## src/rtl/dtsp_pkg.sv

```systemverilog
// ============================================================================
// dtsp_pkg
// Shared types, constants and lookup tables of the DTS core sync hunter and
// frame header parser.
// ============================================================================
package dtsp_pkg;

  typedef enum logic [1:0] {
    PH_SEARCH,
    PH_HEADER,
    PH_SKIP
  } dtsp_phase_t;

  localparam logic [31:0] SYNC_WORD        = 32'h7FFE_8001;
  localparam logic [15:0] SEARCH_RANGE_RST = 16'd16384;
  // Header bytes after the sync word; the count runs 0..HDR_LAST.
  localparam logic [2:0]  HDR_LAST         = 3'd6;
  // Frame size fields at or above this leave bytes to skip (sync plus
  // header bytes is 11, frame size is field plus one).
  localparam logic [13:0] SKIP_MIN_FIELD   = 14'd11;
  localparam logic [13:0] SKIP_FIELD_OFS   = 14'd10;
  localparam logic [2:0]  WIN_LAST_FILL    = 3'd3;

  typedef struct packed {
    logic        status;
    logic [14:0] frame_size;
    logic [3:0]  channel_count;
    logic        lfe_present;
    logic [15:0] sample_rate_hz;
    logic [21:0] bitrate_bps;
    logic [12:0] samples_per_frame;
    logic [15:0] bytes_skipped;
  } dtsp_result_t;

  function automatic logic [3:0] chan_lookup(input logic [5:0] amode);
    logic [3:0] ch;
    unique case (amode)
      6'd0:                               ch = 4'd1;
      6'd1, 6'd2, 6'd3, 6'd4:             ch = 4'd2;
      6'd5, 6'd6:                         ch = 4'd3;
      6'd7, 6'd8:                         ch = 4'd4;
      6'd9:                               ch = 4'd5;
      6'd10, 6'd11, 6'd12:                ch = 4'd6;
      6'd13:                              ch = 4'd7;
      6'd14, 6'd15:                       ch = 4'd8;
      default:                            ch = 4'd0;
    endcase
    return ch;
  endfunction

  function automatic logic [15:0] rate_lookup(input logic [3:0] code);
    logic [15:0] r;
    unique case (code)
      4'd1:    r = 16'd8000;
      4'd2:    r = 16'd16000;
      4'd3:    r = 16'd32000;
      4'd6:    r = 16'd11025;
      4'd7:    r = 16'd22050;
      4'd8:    r = 16'd44100;
      4'd11:   r = 16'd12000;
      4'd12:   r = 16'd24000;
      4'd13:   r = 16'd48000;
      default: r = 16'd0;
    endcase
    return r;
  endfunction

  function automatic logic [21:0] bps_lookup(input logic [4:0] code);
    logic [21:0] r;
    unique case (code)
      5'd0:    r = 22'd32000;
      5'd1:    r = 22'd56000;
      5'd2:    r = 22'd64000;
      5'd3:    r = 22'd96000;
      5'd4:    r = 22'd112000;
      5'd5:    r = 22'd128000;
      5'd6:    r = 22'd192000;
      5'd7:    r = 22'd224000;
      5'd8:    r = 22'd256000;
      5'd9:    r = 22'd320000;
      5'd10:   r = 22'd384000;
      5'd11:   r = 22'd448000;
      5'd12:   r = 22'd512000;
      5'd13:   r = 22'd576000;
      5'd14:   r = 22'd640000;
      5'd15:   r = 22'd754500;
      5'd16:   r = 22'd960000;
      5'd17:   r = 22'd1024000;
      5'd18:   r = 22'd1152000;
      5'd19:   r = 22'd1280000;
      5'd20:   r = 22'd1344000;
      5'd21:   r = 22'd1408000;
      5'd22:   r = 22'd1411200;
      5'd23:   r = 22'd1472000;
      5'd24:   r = 22'd1509750;
      5'd25:   r = 22'd1920000;
      5'd26:   r = 22'd2048000;
      5'd27:   r = 22'd3072000;
      5'd28:   r = 22'd3840000;
      default: r = 22'd0;
    endcase
    return r;
  endfunction

endpackage

```

## src/rtl/dtsp_ifs.sv

```systemverilog
// ============================================================================
// dtsp channel interfaces
// Valid/ready channels for stream bytes, parse results and the search range
// register write.
// ============================================================================
interface dtsp_in_if;
  logic       valid;
  logic       ready;
  logic [7:0] data_byte;
  logic       restart;

  modport source (output valid, output data_byte, output restart, input ready);
  modport sink   (input valid, input data_byte, input restart, output ready);
endinterface

interface dtsp_out_if;
  logic        valid;
  logic        ready;
  logic        status;
  logic [14:0] frame_size;
  logic [3:0]  channel_count;
  logic        lfe_present;
  logic [15:0] sample_rate_hz;
  logic [21:0] bitrate_bps;
  logic [12:0] samples_per_frame;
  logic [15:0] bytes_skipped;

  modport source (output valid, output status, output frame_size,
                  output channel_count, output lfe_present, output sample_rate_hz,
                  output bitrate_bps, output samples_per_frame,
                  output bytes_skipped, input ready);
  modport sink   (input valid, input status, input frame_size,
                  input channel_count, input lfe_present, input sample_rate_hz,
                  input bitrate_bps, input samples_per_frame,
                  input bytes_skipped, output ready);
endinterface

interface dtsp_cfg_if;
  logic        valid;
  logic        ready;
  logic [15:0] search_range;

  modport source (output valid, output search_range, input ready);
  modport sink   (input valid, input search_range, output ready);
endinterface

```

## src/rtl/dtsp_hdr_decode.sv

```systemverilog
// ============================================================================
// dtsp_hdr_decode
// Splits the seven collected header bytes into fields and maps the coded
// ones through the lookup tables.
// ============================================================================
module dtsp_hdr_decode
  import dtsp_pkg::*;
(
  input  logic [55:0]  hdr_word,
  input  logic [15:0]  skipped,
  output dtsp_result_t res,
  output logic         skip_go,
  output logic [13:0]  skip_left
);

  logic [6:0]  nblk;
  logic [13:0] fsize_field;
  logic [5:0]  amode;
  logic [1:0]  lfe_code;
  logic        lfe;
  logic [7:0]  nblk_inc;

  assign nblk        = hdr_word[48:42];
  assign fsize_field = hdr_word[41:28];
  assign amode       = hdr_word[27:22];
  assign lfe_code    = hdr_word[2:1];
  assign lfe         = (lfe_code == 2'd1) || (lfe_code == 2'd2);
  assign nblk_inc    = {1'b0, nblk} + 8'd1;

  always_comb begin
    res.status            = 1'b0;
    res.frame_size        = {1'b0, fsize_field} + 15'd1;
    res.channel_count     = chan_lookup(amode) + {3'b000, lfe};
    res.lfe_present       = lfe;
    res.sample_rate_hz    = rate_lookup(hdr_word[21:18]);
    res.bitrate_bps       = bps_lookup(hdr_word[17:13]);
    res.samples_per_frame = {nblk_inc, 5'b00000};
    res.bytes_skipped     = skipped;
  end

  // Bytes left in the frame after the sync word and the header bytes.
  assign skip_go   = fsize_field >= SKIP_MIN_FIELD;
  assign skip_left = fsize_field - SKIP_FIELD_OFS;

endmodule

```

## src/rtl/dtsp_out_buf.sv

```systemverilog
// ============================================================================
// dtsp_out_buf
// Two-entry output buffer: an output register plus a skid entry, so the
// parser keeps taking bytes while a result waits downstream.
// ============================================================================
module dtsp_out_buf
  import dtsp_pkg::*;
(
  input  logic         clk,
  input  logic         rst_n,
  input  logic         push,
  input  dtsp_result_t push_data,
  output logic         space_ok,
  output logic         out_valid,
  input  logic         out_ready,
  output dtsp_result_t out_data
);

  logic         out_valid_r, out_valid_nxt;
  logic         skid_valid_r, skid_valid_nxt;
  dtsp_result_t out_data_r, out_data_nxt;
  dtsp_result_t skid_data_r, skid_data_nxt;
  logic         pop;

  assign pop       = out_valid_r & out_ready;
  assign space_ok  = ~skid_valid_r;
  assign out_valid = out_valid_r;
  assign out_data  = out_data_r;

  always_comb begin
    out_valid_nxt  = out_valid_r;
    skid_valid_nxt = skid_valid_r;
    out_data_nxt   = out_data_r;
    skid_data_nxt  = skid_data_r;
    if (skid_valid_r) begin
      // No push can arrive while the skid entry is held.
      if (pop) begin
        out_data_nxt   = skid_data_r;
        skid_valid_nxt = 1'b0;
      end
    end else if (push) begin
      if (!out_valid_r || pop) begin
        out_data_nxt  = push_data;
        out_valid_nxt = 1'b1;
      end else begin
        skid_data_nxt  = push_data;
        skid_valid_nxt = 1'b1;
      end
    end else if (pop) begin
      out_valid_nxt = 1'b0;
    end
  end

  always_ff @(posedge clk) begin
    if (!rst_n) begin
      out_valid_r  <= 1'b0;
      skid_valid_r <= 1'b0;
    end else begin
      out_valid_r  <= out_valid_nxt;
      skid_valid_r <= skid_valid_nxt;
    end
  end

  always_ff @(posedge clk) begin
    out_data_r  <= out_data_nxt;
    skid_data_r <= skid_data_nxt;
  end

endmodule

```

## src/rtl/dts_core_sync_and_header_parser.sv

```systemverilog
// ============================================================================
// dts_core_sync_and_header_parser
// Hunts for the DTS core sync word in a byte stream, parses the frame header
// and skips the rest of the frame.
// ============================================================================
// One stream byte is taken per clock while input ready is high, each going
// through the same step on the sync window, header shift register and skip
// counter. A result is pushed into the output buffer with the seventh header
// byte, or with the byte that exceeds the search range (status 1, all other
// fields 0). The output side holds two words, so input ready drops only when
// two results wait downstream. The search range register resets to 16384 and
// is written through the cfg port; the user writes it only while the block is
// idle, which the block itself does not enforce. There is no clearing pass
// after reset. A restart word drops all parse state, searching from its own byte.
module dts_core_sync_and_header_parser
  import dtsp_pkg::*;
(
  input  logic        clk,
  input  logic        rst_n,
  dtsp_in_if.sink     in_word,
  dtsp_out_if.source  out_word,
  dtsp_cfg_if.sink    cfg_word
);

  logic [15:0]  search_range_r;
  dtsp_phase_t  phase_r, phase_nxt, phase_eff;
  logic [31:0]  win_r, win_nxt, win_eff;
  logic [2:0]   fill_r, fill_nxt, fill_eff;
  logic [15:0]  scnt_r, scnt_nxt, scnt_eff;
  logic [2:0]   hcnt_r, hcnt_nxt;
  logic [47:0]  hdr_r, hdr_nxt;
  logic [13:0]  left_r, left_nxt;
  logic [15:0]  fskip_r, fskip_nxt;

  logic         in_acc;
  logic         space_ok;
  logic [7:0]   b;
  logic [31:0]  win_shift;
  logic         searching;
  logic         win_full;
  logic         lost;
  logic         sync_hit;
  logic         hdr_done;
  logic [13:0]  left_dec;
  logic         res_push;
  dtsp_result_t res, dec_res, buf_data;
  logic         skip_go;
  logic [13:0]  skip_left;

  assign in_word.ready  = space_ok;
  assign in_acc         = in_word.valid & space_ok;
  assign b              = in_word.data_byte;
  assign cfg_word.ready = 1'b1;

  // Restart acts before this byte is processed.
  assign phase_eff = in_word.restart ? PH_SEARCH : phase_r;
  assign win_eff   = in_word.restart ? 32'd0 : win_r;
  assign fill_eff  = in_word.restart ? 3'd0 : fill_r;
  assign scnt_eff  = in_word.restart ? 16'd0 : scnt_r;

  assign win_shift = {win_eff[23:0], b};
  assign searching = (phase_eff != PH_HEADER) && (phase_eff != PH_SKIP);
  assign win_full  = fill_eff[2];
  assign lost      = searching && win_full && (scnt_eff >= search_range_r);
  assign sync_hit  = searching && !lost && (win_full || fill_eff == WIN_LAST_FILL)
                     && (win_shift == SYNC_WORD);
  assign hdr_done  = (phase_eff == PH_HEADER) && (hcnt_r == HDR_LAST);
  assign left_dec  = (left_r == 14'd0) ? 14'd0 : left_r - 14'd1;

  dtsp_hdr_decode u_decode (
    .hdr_word  ({hdr_r, b}),
    .skipped   (fskip_r),
    .res       (dec_res),
    .skip_go   (skip_go),
    .skip_left (skip_left)
  );

  always_comb begin
    unique case (phase_eff)
      PH_HEADER: begin
        if (hdr_done) begin
          phase_nxt = skip_go ? PH_SKIP : PH_SEARCH;
        end else begin
          phase_nxt = PH_HEADER;
        end
      end
      PH_SKIP: begin
        phase_nxt = (left_dec == 14'd0) ? PH_SEARCH : PH_SKIP;
      end
      default: begin
        phase_nxt = sync_hit ? PH_HEADER : PH_SEARCH;
      end
    endcase
  end

  always_comb begin
    win_nxt   = win_eff;
    fill_nxt  = fill_eff;
    scnt_nxt  = scnt_eff;
    hcnt_nxt  = hcnt_r;
    hdr_nxt   = hdr_r;
    left_nxt  = left_r;
    fskip_nxt = fskip_r;
    res_push  = 1'b0;
    res       = dec_res;
    unique case (phase_eff)
      PH_HEADER: begin
        hdr_nxt = {hdr_r[39:0], b};
        if (hdr_done) begin
          res_push = 1'b1;
          hcnt_nxt = 3'd0;
          if (skip_go) begin
            left_nxt = skip_left;
          end else begin
            left_nxt = 14'd0;
            win_nxt  = 32'd0;
            fill_nxt = 3'd0;
            scnt_nxt = 16'd0;
          end
        end else begin
          hcnt_nxt = hcnt_r + 3'd1;
        end
      end
      PH_SKIP: begin
        left_nxt = left_dec;
        if (left_dec == 14'd0) begin
          win_nxt  = 32'd0;
          fill_nxt = 3'd0;
          scnt_nxt = 16'd0;
        end
      end
      default: begin
        win_nxt = win_shift;
        if (lost) begin
          scnt_nxt = 16'd0;
          res_push = 1'b1;
          res      = '0;
          res.status = 1'b1;
        end else begin
          if (win_full) begin
            scnt_nxt = scnt_eff + 16'd1;
          end else begin
            fill_nxt = fill_eff + 3'd1;
          end
          if (sync_hit) begin
            fskip_nxt = scnt_nxt;
            hcnt_nxt  = 3'd0;
          end
        end
      end
    endcase
  end

  always_ff @(posedge clk) begin
    if (!rst_n) begin
      search_range_r <= SEARCH_RANGE_RST;
    end else if (cfg_word.valid) begin
      search_range_r <= cfg_word.search_range;
    end
  end

  always_ff @(posedge clk) begin
    if (!rst_n) begin
      phase_r <= PH_SEARCH;
      win_r   <= 32'd0;
      fill_r  <= 3'd0;
      scnt_r  <= 16'd0;
      hcnt_r  <= 3'd0;
      left_r  <= 14'd0;
    end else if (in_acc) begin
      phase_r <= phase_nxt;
      win_r   <= win_nxt;
      fill_r  <= fill_nxt;
      scnt_r  <= scnt_nxt;
      hcnt_r  <= hcnt_nxt;
      left_r  <= left_nxt;
    end
  end

  always_ff @(posedge clk) begin
    if (in_acc) begin
      hdr_r   <= hdr_nxt;
      fskip_r <= fskip_nxt;
    end
  end

  dtsp_out_buf u_out_buf (
    .clk       (clk),
    .rst_n     (rst_n),
    .push      (in_acc & res_push),
    .push_data (res),
    .space_ok  (space_ok),
    .out_valid (out_word.valid),
    .out_ready (out_word.ready),
    .out_data  (buf_data)
  );

  assign out_word.status            = buf_data.status;
  assign out_word.frame_size        = buf_data.frame_size;
  assign out_word.channel_count     = buf_data.channel_count;
  assign out_word.lfe_present       = buf_data.lfe_present;
  assign out_word.sample_rate_hz    = buf_data.sample_rate_hz;
  assign out_word.bitrate_bps       = buf_data.bitrate_bps;
  assign out_word.samples_per_frame = buf_data.samples_per_frame;
  assign out_word.bytes_skipped     = buf_data.bytes_skipped;

endmodule
```

## src/flat_wrapper.sv

```systemverilog
// flat-port wrapper written by rule: the top's interface ports become plain ports
module dts_core_sync_and_header_parser_flat import dtsp_pkg::*;
  (clk, rst_n, in_word_valid, in_word_data_byte, in_word_restart, in_word_ready, out_word_valid, out_word_status, out_word_frame_size, out_word_channel_count, out_word_lfe_present, out_word_sample_rate_hz, out_word_bitrate_bps, out_word_samples_per_frame, out_word_bytes_skipped, out_word_ready, cfg_word_valid, cfg_word_search_range, cfg_word_ready);
  dtsp_in_if in_word_i ();
  dtsp_out_if out_word_i ();
  dtsp_cfg_if cfg_word_i ();
  input  logic clk;
  input  logic rst_n;
  input wire logic [$bits(in_word_i.valid)-1:0] in_word_valid;
  input wire logic [$bits(in_word_i.data_byte)-1:0] in_word_data_byte;
  input wire logic [$bits(in_word_i.restart)-1:0] in_word_restart;
  output wire logic [$bits(in_word_i.ready)-1:0] in_word_ready;
  output wire logic [$bits(out_word_i.valid)-1:0] out_word_valid;
  output wire logic [$bits(out_word_i.status)-1:0] out_word_status;
  output wire logic [$bits(out_word_i.frame_size)-1:0] out_word_frame_size;
  output wire logic [$bits(out_word_i.channel_count)-1:0] out_word_channel_count;
  output wire logic [$bits(out_word_i.lfe_present)-1:0] out_word_lfe_present;
  output wire logic [$bits(out_word_i.sample_rate_hz)-1:0] out_word_sample_rate_hz;
  output wire logic [$bits(out_word_i.bitrate_bps)-1:0] out_word_bitrate_bps;
  output wire logic [$bits(out_word_i.samples_per_frame)-1:0] out_word_samples_per_frame;
  output wire logic [$bits(out_word_i.bytes_skipped)-1:0] out_word_bytes_skipped;
  input wire logic [$bits(out_word_i.ready)-1:0] out_word_ready;
  input wire logic [$bits(cfg_word_i.valid)-1:0] cfg_word_valid;
  input wire logic [$bits(cfg_word_i.search_range)-1:0] cfg_word_search_range;
  output wire logic [$bits(cfg_word_i.ready)-1:0] cfg_word_ready;
  assign in_word_i.valid = in_word_valid;
  assign in_word_i.data_byte = in_word_data_byte;
  assign in_word_i.restart = in_word_restart;
  assign in_word_ready = in_word_i.ready;
  assign out_word_valid = out_word_i.valid;
  assign out_word_status = out_word_i.status;
  assign out_word_frame_size = out_word_i.frame_size;
  assign out_word_channel_count = out_word_i.channel_count;
  assign out_word_lfe_present = out_word_i.lfe_present;
  assign out_word_sample_rate_hz = out_word_i.sample_rate_hz;
  assign out_word_bitrate_bps = out_word_i.bitrate_bps;
  assign out_word_samples_per_frame = out_word_i.samples_per_frame;
  assign out_word_bytes_skipped = out_word_i.bytes_skipped;
  assign out_word_i.ready = out_word_ready;
  assign cfg_word_i.valid = cfg_word_valid;
  assign cfg_word_i.search_range = cfg_word_search_range;
  assign cfg_word_ready = cfg_word_i.ready;
  dts_core_sync_and_header_parser u_core (.clk(clk), .rst_n(rst_n), .in_word(in_word_i), .out_word(out_word_i), .cfg_word(cfg_word_i));
endmodule
```

## config.mk

```make
export PLATFORM = sky130hd
export DESIGN_NAME = dts_core_sync_and_header_parser_flat
export DESIGN_NICKNAME = d
export VERILOG_FILES = /design/src/rtl/dtsp_pkg.sv /design/src/rtl/dtsp_ifs.sv /design/src/rtl/dtsp_hdr_decode.sv /design/src/rtl/dtsp_out_buf.sv /design/src/rtl/dts_core_sync_and_header_parser.sv /design/src/flat_wrapper.sv
export SDC_FILE = /design/constraint.sdc
export NUM_CORES = 1
export LEC_CHECK = 0
export ABC_CLOCK_PERIOD_IN_PS = 26300
export BUFFER_PORTS_ARGS = -buffer_cell sky130_fd_sc_hd__clkbuf_2
export CAP_MARGIN = 0
export CORE_UTILIZATION = 45
export DETAILED_ROUTE_END_ITERATION = 7
export MAX_ROUTING_LAYER = met4
export PLACE_DENSITY = 0.7
export SLEW_MARGIN = 0
export SYNTH_ARGS = -nofsm -noshare
export SYNTH_HDL_FRONTEND = slang
export SYNTH_SLANG_ARGS = --single-unit
```

## constraint.sdc

```tcl
create_clock -name clk -period 26.3 [get_ports clk]
set_input_delay 6.575 -clock clk [delete_from_list [all_inputs] [get_ports clk]]
set_output_delay 6.575 -clock clk [all_outputs]
set_load 0.05 [all_outputs]
```

Yosys cells after proc, flatten, opt, wreduce, memory -nomap -nowiden
Memories as Yosys holds them, arrays and structs flattened. A register that Yosys moved wholly into a read port is not among the register bits.
Cells that the tools add are included.
W data, S select, Z words.
- flip-flop bits (word level): 321
- bits in read-only memories: 944
- word-level logic and storage cells: 142
- memories kept: 3
- memory list (memory ; words ; width ; read ports ; clocked after Yosys merged registers in ; write ports ; RTL line ; text):
    (no name shown) ; 32 ; 20 ; 1 ; 1 ; 0 ; dtsp_pkg.sv:70 ; unique case (code)
    (no name shown) ; 16 ; 15 ; 1 ; 1 ; 0 ; dtsp_pkg.sv:53 ; unique case (code)
    (no name shown) ; 16 ; 4 ; 1 ; 1 ; 0 ; dtsp_pkg.sv:37 ; unique case (amode)
- $add $sub $neg: 8
- order comparisons: 2
- equal/unequal tests: 13
- multiplexer cells: 53
- bitwise logic cells: 8
- reductions and logical operators: 28
- operator list (kind ; number):
    $mux W88 ; 6
    $mux W32 ; 4
    $mux W16 ; 6
    $pmux W32 S2 ; 1
    $mux W14 ; 3
    $eq A32 B31 Y1 const B ; 1
    $pmux W16 S2 ; 1
    $logic_not A14 Y1 ; 2
    $pmux W14 S2 ; 1
    $mux W3 ; 9
    $add A16 B1 Y16 const B ; 1
    $ge A16 B16 Y1 ; 1
    $add A14 B1 Y15 const B ; 1
    $ge A14 B4 Y1 const B ; 1
    $sub A14 B1 Y14 const B ; 1
    $sub A14 B4 Y14 const B ; 1
    $mux W4 ; 3
    $pmux W3 S2 ; 2
    $reduce_and A3 Y1 ; 4
    $mux W1 ; 10
    $reduce_bool A2 Y1 ; 5
    $add A7 B1 Y8 const B ; 1
    $mux W2 ; 4
    $ne A2 B1 Y1 const B ; 4
    19 further kinds ; 39

Logic depth before layout (Yosys ltp)
- depth after elaboration: 12
- depth in mapped cells: 17

Hierarchy
A second synthesis with hierarchy kept.
- cell total of the unflattened synthesis: 1262
- area, all modules: 15527.4 µm²
- by module, submodules not included (module ; instances ; cells each ; area an instance (µm²) ; seq. area each (µm²)):
    dts_core_sync_and_header_parser ; 1 ; 676 ; 6921.6 ; 3483.3
    dtsp_out_buf ; 1 ; 288 ; 6486.2 ; 5325.1
    dtsp_hdr_decode ; 1 ; 298 ; 2119.5 ; 0.0

Worst setup path after synthesis
Ideal clock, no wire load.
- kind: input -> register
- start point: in in_word_restart
- end point: reg u_core.u_out_buf.skid_data_r[0] in the netlist's numbering, enable pin
- data arrival time: 14.504 ns
- required time: 25.675 ns
- setup slack: 11.172 ns
- cell stages on the path: 13
- buffers on the path: 4
- cell sequence: clkbuf_1 buf_2 clkbuf_1 clkbuf_1 nor2b_1 ha_1 nand4_1 a2111oi_0 or4_1 a41oi_1 inv_2 o21ai_0 nor3b_1
- word-level cells in the longest chain between the ends: 9
- elaborated cells between the ends (all ways): 17
- those cells by class: 1 x order compare; 4 x eq/ne; 6 x mux; 1 x bitwise; 5 x reduce/logical
- RTL lines (item ; RTL line ; text):
    start: declaration ; flat_wrapper.sv:11 ; input wire logic [$bits(in_word_i.restart)-1:0] in_word_restart;
    branches (longest 6 deep; another with $ge A16 B16 Y1) ; - ;
    $pmux W1 S2 * ; dts_core_sync_and_header_parser.sv:106 ; unique case (phase_eff)
    $and A1 B1 Y1 * ; dts_core_sync_and_header_parser.sv:190 ; .push (in_acc & res_push),
    $reduce_and A3 Y1 (no line) * ; - ;
    end signal: assignment ; dtsp_out_buf.sv:66 ; skid_data_r <= skid_data_nxt;
    end: declaration ; dtsp_out_buf.sv:22 ; dtsp_result_t skid_data_r, skid_data_nxt;
Every way passes the cells marked *.
A chain may end at the register's enable or synchronous reset.

Final worst setup path
Same ends and word-level chain as after synthesis.

==> out/qor.yml <==
comb_power_share_pct: 1.9
ys_ff_latch: 327
clk_latency_ns: 0.52
rsz0062_at_grt: "no"
wirelength_mm: 29.5
power.density_nw_per_um2: 63.5
dp_cells: 1752
syn_area_sq_um: 14800
postSynthCellCount: 1258
maxSlewHeadroom_pct: 25.7
finalSetupViolCount: 0
cts_buffer_depth: 3
num_rows: 66
fillers: 2776
cts_tree: "yes"
grt_pass1_wl_mm: 47.9
vias: 9638
internal_power_mw: 0.860
syn_avg_cell_area_sq_um: 11.8
switchingPower_mw: 0.213
drive_gt1_share_pct: 18.7
cts_root_buffer: "clkbuf_16"
synth_commonest_cells: "edfxtp_1, dfxtp_1, nor2_1"
placed_cell_area_sq_um: 15700
worst_ep_required_time_ns: 26.43
die_y_um: 183
drtIter0Drc: 696
yosysSeqAreaShare_pct: 58.5
routed_via_density: 5.30
crit_fanout: 77
irDropWorstVdd_mv: 0.0468
criticalPathCategory: "input pin to flop"
ant_nets: 0
hold_class: "flop to flop"
min_from: "u_core.hdr_r[14]"
tightest_slew_ns: 1.11
synth_enable_flop_cells: 211
htree_num_levels: 2
io_buffer_count: 111
wl_per_cell_um: 16.2
die_width_um: 183
timing.rr.start: "u_core.scnt_r[5]"
arrival_ns: 11.13
dp_hpwl_mm: 19.5
hold_end: "u_core.hdr_r[22]"
yosysUniqueCellTypes: 76
post_cts_resized: 0
cts.sinks: 327
synthToLayoutAreaGrowth_pct: 14.1
overflow: 0
maxCapViolCount: 0
post_cts_buffers: 0
clkTransAtPathRegs_ns: 0.06
synthFlopType: "edfxtp_1"
cts_buffers: 36
final_nets: 1427
power_leakage_nw: 6.34
synth_warnings: 0
reg2regPathDepth: 11
crit_path_end_kind: "flop"
p_sw_share_pct: 19.9
yosysTopAreaCellShare_pct: 42.8
coreArea_sq_um: 32500
ys_async_sr_fraction_pct: 0
stdcell_count: 1819
dieArea_sq_um: 33600
max_freq_mhz: 90.9
fin_crit_sh_pct: 41.8
yosysTopAreaCell: "edfxtp_1"
clockPowerShare_pct: 47.4
timing.rr.end: "u_core.u_out_buf.skid_data_r[0]"
r2r_slack_ns: 21.66
seq_power_share_pct: 50.8
final_area_sq_um: 16900
hold_viol: 0
synth_area_leaders: "edfxtp_1, dfxtp_1, mux2_2, ha_1, nor2_1"
synth.most_common_cell: "edfxtp_1"
start_util_pct: 45.6
grt_pass1_vias: 9201
drc: 0
layout_min_cycle_time_ns: 11.00
gp_congestion: 0.877
hold_buffers: 0
dr.pass1.iters: 5
grtUsageTotal_pct: 18.3
finalSetupTns_ns: 0
skew_ns: 0.0155
antenna_found_initial: 1
status: "finished clean"
io-pin-count: 121
hold-path-cell-count: 0
grt_max_degree: 78
start_kind: "input pin"
slew_violations: 0
## final cells by class
| type | count | area [sq um] | share of cell area, % |
|---|---|---|---|
| Tap cell | 442 | 553 | 3.27 |
| Inverter | 43 | 161 | 0.955 |
| Clock buffer | 50 | 1020 | 6.01 |
| Clock inverter | 16 | 188 | 1.11 |
| Sequential cell | 327 | 8660 | 51.2 |
| Timing Repair Buffer | 128 | 683 | 4.04 |
| Antenna cell | 1 | 2.50 | 0.0148 |
| Multi-Input combinational cell | 812 | 5630 | 33.3 |
## routing by layer
metal  global-route usage, %  part of all wire (%)  wire length [um]  up-vias
li1                        -                     -                 -     4746
met1                    23.7                    46             13500     4580
met2                    29.2                    48             14000      260
met3                    3.13                   4.4              1290       52
met4                    5.80                   2.4               707        0
met5                       -                     0                 0        -
## sequential cells by signal, indices dropped and copies added (netlist names), named ones only
register and flops:
u_core.win_r 24, u_core.u_out_buf.out_data 77, u_core.u_out_buf.skid_data_r 77, u_core.fskip_r 16, u_core.fill_r 3, u_core.hdr_r 41
u_core.u_out_buf.skid_valid_r 1, u_core.phase_r 2, u_core.hcnt_r 3, u_core.scnt_r 16, u_core.search_range_r 16, u_core.u_out_buf.out_valid 1
u_core.left_r 14, u_core.u_decode.res 32
## placed cells by master, fill, tap and decap left out, types with 9 or more instances in the layout
master,count
nor2_1,107
xor2_1,24
mux2i_1,35
ha_1,49
nor2b_1,20
edfxtp_1,211
nand4_1,15
o21ai_0,35
clkbuf_1,10
and2_1,57
inv_1,39
a22o_1,41
nand3_1,24
clkbuf_16,38
a31oi_1,9
xnor2_1,27
nor3_1,17
conb_1,9
o31ai_1,25
mux2_2,59
buf_4,17
dfxtp_1,116
nand2_1,100
clkbuf_2,111
a21oi_1,38
## cells by family after synthesis
kind of cell	count (synthesis)	synth area share (%)
simple gates	393	13.2
buf+inv	126	3.86
fa+ha+maj	49	4.14
xor+xnor	51	3.02
flops	327	58.5
compound gates	215	10.3
other cells	2	0.0507
mux	95	7.00
## power groups by stage
stage | Sequential, mW | Clock (mW) | Combinational, mW
6_report | 0.545 | 0.509 | 0.0201
5_1_grt | 0.545 | 0.543 | 0.0221
4_1_cts | 0.545 | 0.521 | 0.0201
3_5_place_dp | 0.556 | 0 | 0.0200
3_3_place_gp | 0.556 | 0 | 0.0197
2_1_floorplan | 0.555 | 0 | 0.0158
## metrics by stage
stage	utilization (%)	hold slack, ns	setup slack, ns	power, mW
finish	52.1	0.451	15.30	1.07
global route	52.1	0.456	14.90	1.11
CTS	52.1	0.450	15.28	1.09
detailed placement	48.3	0.436	14.76	0.576
global placement	48.3	0.431	15.03	0.575
floorplan	-	0.424	11.17	0.571
## worst max-delay path by stage
stage / to / cells after the start / startpoint / slack (ns)
2_1_floorplan: u_core.u_out_buf.skid_data_r[0] / 13 / in_word_restart / 11.17
3_3_place_gp: u_core.u_out_buf.skid_data_r[70] / 13 / in_word_restart / 15.03
3_5_place_dp: u_core.u_out_buf.skid_data_r[67] / 13 / in_word_restart / 14.76
4_1_cts: u_core.u_out_buf.skid_data_r[36] / 13 / in_word_restart / 15.28
5_1_grt: u_core.u_out_buf.skid_data_r[55] / 13 / in_word_restart / 14.90
6_report: u_core.u_out_buf.skid_data_r[0] / 13 / in_word_restart / 15.30
## critical path, stage by stage
cell and delay [ns]:
clkbuf_2 0.56, nand2b_1 0.23, inv_1 0.09, ha_1 0.28
nand4_1 0.12, a2111oi_0 0.41, or4_1 0.23, a41oi_4 0.11
buf_4 0.29, inv_2 0.69, o21ai_0 0.37, nor3b_2 0.23
buf_4 0.75
No activity file was read; power rests on OpenSTA's default activity.
